[src/rtl/core/fgat_pkg.sv]
// Shared types and constants for the FEC group arrival tracker.
`timescale 1ns / 1ps
`default_nettype none

package fgat_pkg;

  // Width of packet indexes, counts and the divider datapath
  localparam int unsigned DataW = 11;

  // Width of the reported group id
  localparam int unsigned GidW = 10;

  // Width of the parity count register
  localparam int unsigned ParW = 10;

  // Configuration register indexes
  localparam int unsigned CfgIdxW = 2;
  localparam logic [CfgIdxW-1:0] CFG_ORIGINAL_COUNT = 2'd0;
  localparam logic [CfgIdxW-1:0] CFG_PARITY_COUNT   = 2'd1;
  localparam logic [CfgIdxW-1:0] CFG_GROUP_COUNT    = 2'd2;

  // Input operation codes
  localparam logic OP_ARRIVAL = 1'b0;
  localparam logic OP_RESTART = 1'b1;

  // Saturation limits of arrival counters and positions
  localparam logic [DataW-1:0] CNT_MAX = 11'd2047;
  localparam logic [DataW-1:0] POS_MAX = 11'd2047;

  // Divider request and response
  typedef struct packed {
    logic             start;
    logic [DataW-1:0] dividend;
    logic [DataW-1:0] divisor;
  } div_req_t;

  typedef struct packed {
    logic             done;
    logic [DataW-1:0] quot;
    logic [DataW-1:0] rem;
  } div_rsp_t;

endpackage

`default_nettype wire

[src/rtl/core/fgat_div.sv]
// Radix-2 restoring divider, one quotient bit per cycle.
`timescale 1ns / 1ps
`default_nettype none

module fgat_div (
  input  logic               clk_i,
  input  logic               rst_ni,
  input  fgat_pkg::div_req_t req_i,
  output fgat_pkg::div_rsp_t rsp_o
);

  localparam int unsigned W    = fgat_pkg::DataW;
  localparam int unsigned CntW = $clog2(W + 1);

  logic            busy_q, busy_d;
  logic            done_q, done_d;
  logic [CntW-1:0] cnt_q, cnt_d;
  logic [W-1:0]    rem_q, rem_d;
  logic [W-1:0]    quot_q, quot_d;
  logic [W-1:0]    divisor_q, divisor_d;
  logic [W:0]      trial;
  logic [W-1:0]    diff;
  logic            fits;

  // Shift the next dividend bit into the partial remainder and try a subtract
  always_comb begin
    trial = {rem_q, quot_q[W-1]};
    diff  = trial[W-1:0] - divisor_q;
    fits  = trial >= {1'b0, divisor_q};
  end

  // Load on start, then iterate one bit per cycle
  always_comb begin
    busy_d    = busy_q;
    done_d    = 1'b0;
    cnt_d     = cnt_q;
    rem_d     = rem_q;
    quot_d    = quot_q;
    divisor_d = divisor_q;
    if (req_i.start) begin
      busy_d    = 1'b1;
      cnt_d     = CntW'(W);
      rem_d     = '0;
      quot_d    = req_i.dividend;
      divisor_d = req_i.divisor;
    end else if (busy_q) begin
      rem_d  = fits ? diff : trial[W-1:0];
      quot_d = {quot_q[W-2:0], fits};
      cnt_d  = cnt_q - CntW'(1);
      if (cnt_q == CntW'(1)) begin
        busy_d = 1'b0;
        done_d = 1'b1;
      end
    end
  end

  always_ff @(posedge clk_i or negedge rst_ni) begin
    if (!rst_ni) begin
      busy_q <= 1'b0;
      done_q <= 1'b0;
      cnt_q  <= '0;
    end else begin
      busy_q <= busy_d;
      done_q <= done_d;
      cnt_q  <= cnt_d;
    end
  end

  // Datapath registers
  always_ff @(posedge clk_i) begin
    rem_q     <= rem_d;
    quot_q    <= quot_d;
    divisor_q <= divisor_d;
  end

  assign rsp_o.done = done_q;
  assign rsp_o.quot = quot_q;
  assign rsp_o.rem  = rem_q;

endmodule

`default_nettype wire

[config.mk]
export PLATFORM = sky130hd
export DESIGN_NAME = fgat_div
export DESIGN_NICKNAME = d
export VERILOG_FILES = /design/src/rtl/core/fgat_pkg.sv /design/src/rtl/core/fgat_div.sv
export SDC_FILE = /design/constraint.sdc
export NUM_CORES = 1
export LEC_CHECK = 0
export BUFFER_PORTS_ARGS = -buffer_cell sky130_fd_sc_hd__buf_4
export CORE_UTILIZATION = 45
export CTS_BUF_LIST = sky130_fd_sc_hd__clkbuf_8
export DETAILED_ROUTE_END_ITERATION = 10
export MAX_ROUTING_LAYER = met4
export PLACE_DENSITY = 0.65
export SYNTH_ARGS = -nofsm -noshare
export SYNTH_HDL_FRONTEND = slang
export SYNTH_SLANG_ARGS = --single-unit
[constraint.sdc]
create_clock -name clk_i -period 4.3 [get_ports clk_i]
set_input_delay 0.645 -clock clk_i [delete_from_list [all_inputs] [get_ports clk_i]]
set_output_delay 0.645 -clock clk_i [all_outputs]
set_load 0.05 [all_outputs]
==> results of run 1 <==
## power by group
group | leakage [nW] | internal [mW] | switching [mW] | total [mW]
Combinational | 0.807 | 0.394 | 0.637 | 1.03
Sequential | 0.382 | 0.477 | 0.0728 | 0.550
Clock | 0.0581 | 0.173 | 0.139 | 0.312
## sequential cells by signal, summed over array words and instances (netlist names)
signal     count
rem_q         11
cnt_q          4
divisor_q     11
busy_q         1
quot_q        11
done_q         1
## cell type report
type,instances,area (um^2),share of cell area [%]
clock buffer,5,68.8,2.42
clock inverter,3,43.8,1.54
inverter,18,67.6,2.37
multi-input combinational,162,1200,42.1
sequential,39,1030,36.2
tap,67,83.8,2.95
timing repair buffer,47,353,12.4
## worst paths after layout
path	endpoint	cells after the start	startpoint	slack, ps
worst max-delay path	quot_q[0]	8	quot_q[10]	1860
worst min-delay path	done_q	1	rst_ni	150
worst max register to register	quot_q[0]	8	quot_q[10]	1860
worst min register to register	cnt_q[1]	2	cnt_q[1]	540
max in group asynchronous	cnt_q[1]	1	rst_ni	4040
min in group clk_i	divisor_q[1]	1	req_i[1]	520
## through the flow
step,utilization (%),instances
2_1_floorplan,-,231
3_3_place_gp,56.0,333
3_5_place_dp,56.0,333
4_1_cts,58.3,341
5_1_grt,58.3,341
6_report,58.3,341
## synthesized netlist by cell type (all sizes together) (4+ instances only)
cell type	number	area (um^2)
clkbuf	6	22.5
ha	13	163
nor3b	4	30.0
a211oi	4	30.0
dfrtp	6	150
a31oi	4	25.0
nor2	22	82.6
a21oi	7	42.5
o21a	5	37.5
nand2	15	56.3
edfxtp	22	661
dfxtp	11	220
nand2b	6	37.5
inv	18	67.6
nor3	5	25.0
buf	6	41.3
o21ai	10	53.8
mux2	10	113
nor2b	8	57.6
## kinds of logic after synthesis
group	after synthesis	synth area share (%)
simple gates	79	18.5
buf+inv	30	5.56
compound gates	53	17.4
flops	39	43.7
xor+xnor	5	1.86
mux	11	5.19
fa+ha+maj	14	7.74
## worst reg2reg max path, delay by kind of cell, from the launching register on
family	cells	cell delay (ps)
buffers and inverters	1	80
AND/OR/NAND/NOR	2	390
multiplexers	1	100
adder cells (fa/ha/maj)	2	440
flip-flops	1	420
AO/OA/AOI/OAI	2	740
## routing by layer
metal | vias up | global-route usage [%] | wire length, um
met1 | 852 | 27.0 | 2480
li1 | 928 | - | -
met5 | - | - | 0
met2 | 39 | 28.2 | 2220
met4 | 0 | 8.60 | 113
met3 | 9 | 3.12 | 143
==> summary.md, run 1 <==
| Metric | Value |
|---|---|
| Run status | complete, no violations |
| Final setup fails | 0 |
| Sort of element at the end of the critical path | flip-flop |
| Worst supply voltage drop on vdd | ~0.33 mV |
| Crit-path cells | inv_1 -> ha_1 -> fa_1 -> nor2b_4 -> o31a_4 -> o211ai_4 -> and2_1 -> mux2i_1 |
| Class of the most critical setup path | reg -> reg |
| Area of the die | about 5500 um^2 |
| Critical path data arrival time | between 2000 and 2500 ps |
| CTS tree | yes |
| Initial detailed-routing violation count | approximately 100 |
| Overall via count from detail_route | ~1.8k |
| Post-synthesis net count | 270 |
| Commonest non-fill, non-tap cell in the layout | sky130_fd_sc_hd__buf_4 |
| HPWL after DPL | 3.49 mm |
| ANT nets after route | 0 |
| Remaining max-slew budget at the tightest pin | a little under a third |
| Hold Path Class | in -> async |
| Clk_lat worst skew | about 290 ps |
| Number of synthesized flops with an enable pin | 22 |
| Port Buffer Count | 47 |
| Total DRC errors in the routed layout | 0 |
| Worst endpoint required time | ~4300 ps |
| Fmax | 410 MHz |
| Core box area | just under 5000 um^2 |
| CTS max path bufs | 2 |
| Pin count of the biggest net entering global routing | 47 |
| Htree depth | 2 |
| Ant diodes | 0 |
| Min Hold Slack | between 100 and 150 ps |
| Total of max-cap violations | 0 |
| Buffers inserted during post-CTS setup optimization | 0 |
| Sum of overflow across all layers after global routing | 0 |
| Final hold violation count | 0 |
| Vias per inst | 5.36 |
| Routed WL per cell | ~15 um |
| Pins over their slew limit | 0 |
| Ratio of cells with drive above 1 in the final layout | 27.0% |
| Mean cell area of the mapped netlist | ~10 um^2 |
| Crit-path max FO | 17 |
| Hold_buf cts | 0 |
| Fin crit share | between 50% and 60% |
| Cell area power density | roughly 670 nW/um^2 |
| First-pass GRT wire length | roughly 8 mm |
| Async S/R FF share, synth | between 10% and 20% |
| Post-Synthesis Cells | between 200 and 250 |
| Worst setup slack after layout | about 1900 ps |
| Buffer and inverter count on the worst path | 1 |
| Slew at the pin with the worst max-slew slack | slightly above 1000 ps |
| Post-layout total power | between 1.5 and 2 mW |
| Height of the die | ~74 um |
| Inserted Clock Buffers | 5 |
| Die span in x | roughly 74 um |
| Initial Util | 48.4% |
| Area delta synth->final | 20.6% |
| Unrepaired setup endpoints after global routing | false |
| Top Ports | 48 |
| Slowest stage cell on the critical path | sky130_fd_sc_hd__o211ai_4 |
| Post-Layout Inst Area | between 2000 and 3000 um^2 |
| Number of global-route vias before repair | between 1.5k and 2k |
| Number of nets in the final layout | approximately 310 |
| Final wirelength | around 5.0 mm |
| Cell leakage power | 1.25 nW |
| Number of clock sinks seen by CTS | 39 |
| Main flop type after synthesis | sky130_fd_sc_hd__edfxtp_1 |
| Longest individual stage delay on the worst path | about 430 ps |
| Number of iterations in the first detailed-routing pass | 4 |
| Setup TNS Final | 0 ps |
| Period minus WS final | approximately 2400 ps |
| Num rows | 25 |
| Netlist Area Pre-Place | around 2400 um^2 |
| Clock root buffer | sky130_fd_sc_hd__clkbuf_8 |
| Top delay family on crit path | compound AO/OA/AOI/OAI gates |
| Filler Cells Inserted | around 460 |
| Yosys warnings | 0 |
| Clock skew after layout | 8.47 ps |
| Post_cts resized | 0 |
| Count of cell types in the netlist | just under 60 |
| Synth Register Bits | 39 |
| Number of antenna violations at the first check in global routing | 0 |
| Clock-pin slew on the worst setup and hold paths | around 90 ps |
| Portion of the post-synthesis area used by sequential elements | between 40% and 50% |
| Highest-count cells in the layout ignoring fill and taps | 47 x sky130_fd_sc_hd__buf_4, 22 x sky130_fd_sc_hd__nor2_1, 22 x sky130_fd_sc_hd__edfxtp_1 |
| Setup slack after placement | ~1900 ps |
| Global-route total usage across every layer | between 10% and 20% |
| Final GP Congestion | a little over 0.8 |
| Post-DP Area | about 2700 um^2 |
| Launching element type of the critical path | flip-flop |
No activity file was read; power rests on OpenSTA's default activity.
==> inputs of run 2 (changes only) <==
--- a/config.mk
+++ b/config.mk
@@ -10,7 +10,7 @@
 export CTS_BUF_LIST = sky130_fd_sc_hd__clkbuf_8
 export DETAILED_ROUTE_END_ITERATION = 10
 export MAX_ROUTING_LAYER = met4
-export PLACE_DENSITY = 0.65
+export PLACE_DENSITY = 0.68
 export SYNTH_ARGS = -nofsm -noshare
 export SYNTH_HDL_FRONTEND = slang
 export SYNTH_SLANG_ARGS = --single-unit
==> constraint.sdc (replaced) <==
create_clock -name clk_i -period 1.98 [get_ports clk_i]
set_input_delay 0.297 -clock clk_i [delete_from_list [all_inputs] [get_ports clk_i]]
set_output_delay 0.297 -clock clk_i [all_outputs]
set_load 0.05 [all_outputs]
==> run 2 against run 1 <==
  * The flow now finishes with violations (negative setup slack)
  * Via count is 7.2% higher
  * Fmax is 22% higher
  * Total power is 130% higher
  * Routed wire length is 4.5% higher
  * First-iteration DRC count is 31% higher
  * Clock power is 69% higher
  * Sequential share of layout area is 2.1 points lower
  * Highest routed layer unchanged
==> summary.md, run 2 (synthesis gave the netlist of run 1 again) <==
| Metric | Value |
|---|---|
| Worst setup slack after layout | -10.8 ps |
| Area of the die | roughly 5500 um^2 |
| Violations in the final reports | negative setup slack |
| Registers with the most flip-flops | divisor_q x11, quot_q x11, rem_q x11 |
| CTS max path bufs | 2 |
| Cell area power density | 1420 nW/um^2 |
| Clk_lat worst skew | about 290 ps |
| Crit-path max FO | 10 |
| Number of antenna violations at the first check in global routing | 0 |
| Worst supply voltage drop on vdd | 1.00 mV |
| Number of global-route vias before repair | between 1.5k and 2k |
| Commonest non-fill, non-tap cell in the layout | sky130_fd_sc_hd__buf_4 |
| Number of clock sinks seen by CTS | 39 |
| Final hold violation count | 0 |
| Critical path data arrival time | 2150 ps |
| Clock-pin slew on the worst setup and hold paths | around 80 ps |
| Num rows | 25 |
| Met3 routing resource usage after global routing | around 3.8% |
| Fin crit share | 101% |
| Overall via count from detail_route | around 2.0k |
| Fmax | between 500 and 600 MHz |
| Final setup fails | 4 |
| Final wirelength | between 5 and 6 mm |
| Class of the most critical setup path | reg -> reg |
| Number of nets in the final layout | about 330 |
| Pin count of the biggest net entering global routing | 47 |
| Initial detailed-routing violation count | approximately 140 |
| Top Ports | 48 |
| Final GP Congestion | a little under 0.9 |
| Final instance count without filler cells | around 360 |
| Total DRC errors in the routed layout | 0 |
| Slew at the pin with the worst max-slew slack | ~520 ps |
| Sum of overflow across all layers after global routing | 0 |
| Unrepaired setup endpoints after global routing | true |
| Pins over their slew limit | 0 |
| Met1 Usage GRT | 25.7% |
| Core box area | ~5000 um^2 |
| Post-Layout Inst Area | ~3000 um^2 |
| Initial Util | between 40% and 50% |
| Clock skew after layout | ~2.7 ps |
| Htree depth | 2 |
| Die span in x | approximately 74 um |
| Remaining max-slew budget at the tightest pin | ~66% |
| Ratio of cells with drive above 1 in the final layout | about a third |
| Number of iterations in the first detailed-routing pass | 4 |
| Clock root buffer | sky130_fd_sc_hd__clkbuf_8 |
| Fin util | between 60% and 70% |
| Run status | finished, violations left |
| Launching element type of the critical path | flip-flop |
| Vias per inst | ~5.4 |
| Post-DP Area | a little under 3000 um^2 |
| Post-layout total power | roughly 4.3 mW |
| Total of max-cap violations | 0 |
| Height of the die | around 74 um |
| ANT nets after route | 0 |
| Placed cell count | between 300 and 400 |
| Global-route total usage across every layer | approximately a fifth |
| CTS tree | yes |
| Routed WL per cell | approximately 14 um |
| Port Buffer Count | 47 |
| HPWL after DPL | between 3 and 4 mm |
| Period minus WS final | ~2000 ps |
| Sort of element at the end of the critical path | flip-flop |
| Cell leakage power | 1.35 nW |
| Setup TNS Final | -22.8 ps |
| Busiest layer in global routing | met2 |
| Worst endpoint required time | ~2100 ps |
| Highest-count cells in the layout ignoring fill and taps | 65 x sky130_fd_sc_hd__buf_4, 22 x sky130_fd_sc_hd__nor2_1, 22 x sky130_fd_sc_hd__edfxtp_1 |
| Hold Path Class | in -> reg |
| Inserted Clock Buffers | 5 |
| First-pass GRT wire length | 8.18 mm |
| Area delta synth->final | 28.0% |
| Global-route met2 utilization | 32.4% |
| Filler Cells Inserted | 459 |
| Ant diodes | 0 |
==> run 2: cell count changes in the layout (fill, tap and decap cells not counted), sizes merged <==
| cell | before | now |
|---|---|---|
| buf | 47 | 68 |
| clkinv | 2 | 1 |
| dlygate4sd3 | 0 | 1 |
| bufinv | 1 | 0 |
| inv | 18 | 19 |
| clkinvlp | 0 | 1 |
==> run 2: critical path, cell delays in order, from the launching register on <==
cell and delay, ps:
sky130_fd_sc_hd__edfxtp_1 410, sky130_fd_sc_hd__inv_1 80, sky130_fd_sc_hd__ha_2 180, sky130_fd_sc_hd__fa_2 220
sky130_fd_sc_hd__nor2b_4 50, sky130_fd_sc_hd__o31a_4 300, sky130_fd_sc_hd__o211ai_4 220, sky130_fd_sc_hd__buf_6 170
sky130_fd_sc_hd__and4b_1 180, sky130_fd_sc_hd__nor4_1 50
==> run 2: cell type report <==
class                           count  area [um^2]  area share [%]
Inverter                           18         67.6            2.24
Sequential cell                    39         1030            34.1
Multi-Input combinational cell    162         1220            40.5
Timing Repair Buffer               69          532            17.6
Clock buffer                        5         68.8            2.28
Clock inverter                      3         16.3           0.538
Tap cell                           67         83.8            2.77
==> run 2: routing by layer <==
metal	vias up	routed length (um)	share of wire (%)
met5	-	0	0
met4	0	85	1.6
met3	9	258	5.0
met2	54	2480	48
met1	930	2360	45
li1	966	-	-
==> run 2: final timing paths <==
path / slack, ps / from / to / cells after the start
worst max-delay path: -10 / quot_q[10] / rem_q[6] / 9
min in group asynchronous: 340 / rst_ni / cnt_q[2] / 2
max in group asynchronous: 1530 / rst_ni / busy_q / 2
worst min register to register: 530 / cnt_q[3] / cnt_q[3] / 2
worst min-delay path: 180 / req_i[2] / divisor_q[2] / 1
worst max register to register: -10 / quot_q[10] / rem_q[6] / 9
==> run 2: power by group <==
group / switching, mW / total, mW / internal [mW]
combinational: 1.52 / 2.62 / 1.10
sequential: 0.115 / 1.15 / 1.04
clock: 0.286 / 0.527 / 0.241
total: 1.92 / 4.30 / 2.38
==> run 2: what timing repair did <==
| action | 4_1_cts | 5_1_grt |
|---|---|---|
| hold endpoints to repair | 6 | 0 |
| hold buffers | 1 | 0 |
| setup endpoints to repair | 10 | 12 |
| gates resized for setup | 5 | 3 |
| buffers inserted | 1 | 0 |
| pin swaps | 2 | 6 |
==> run 2: stage by stage <==
stage          setup slack (ps)  hold slack, ps
6_report                  -10.8             175
5_1_grt                    -105             162
4_1_cts                   -26.1             170
3_5_place_dp              -44.9             112
3_3_place_gp               31.3             108
2_1_floorplan              -318            1.41
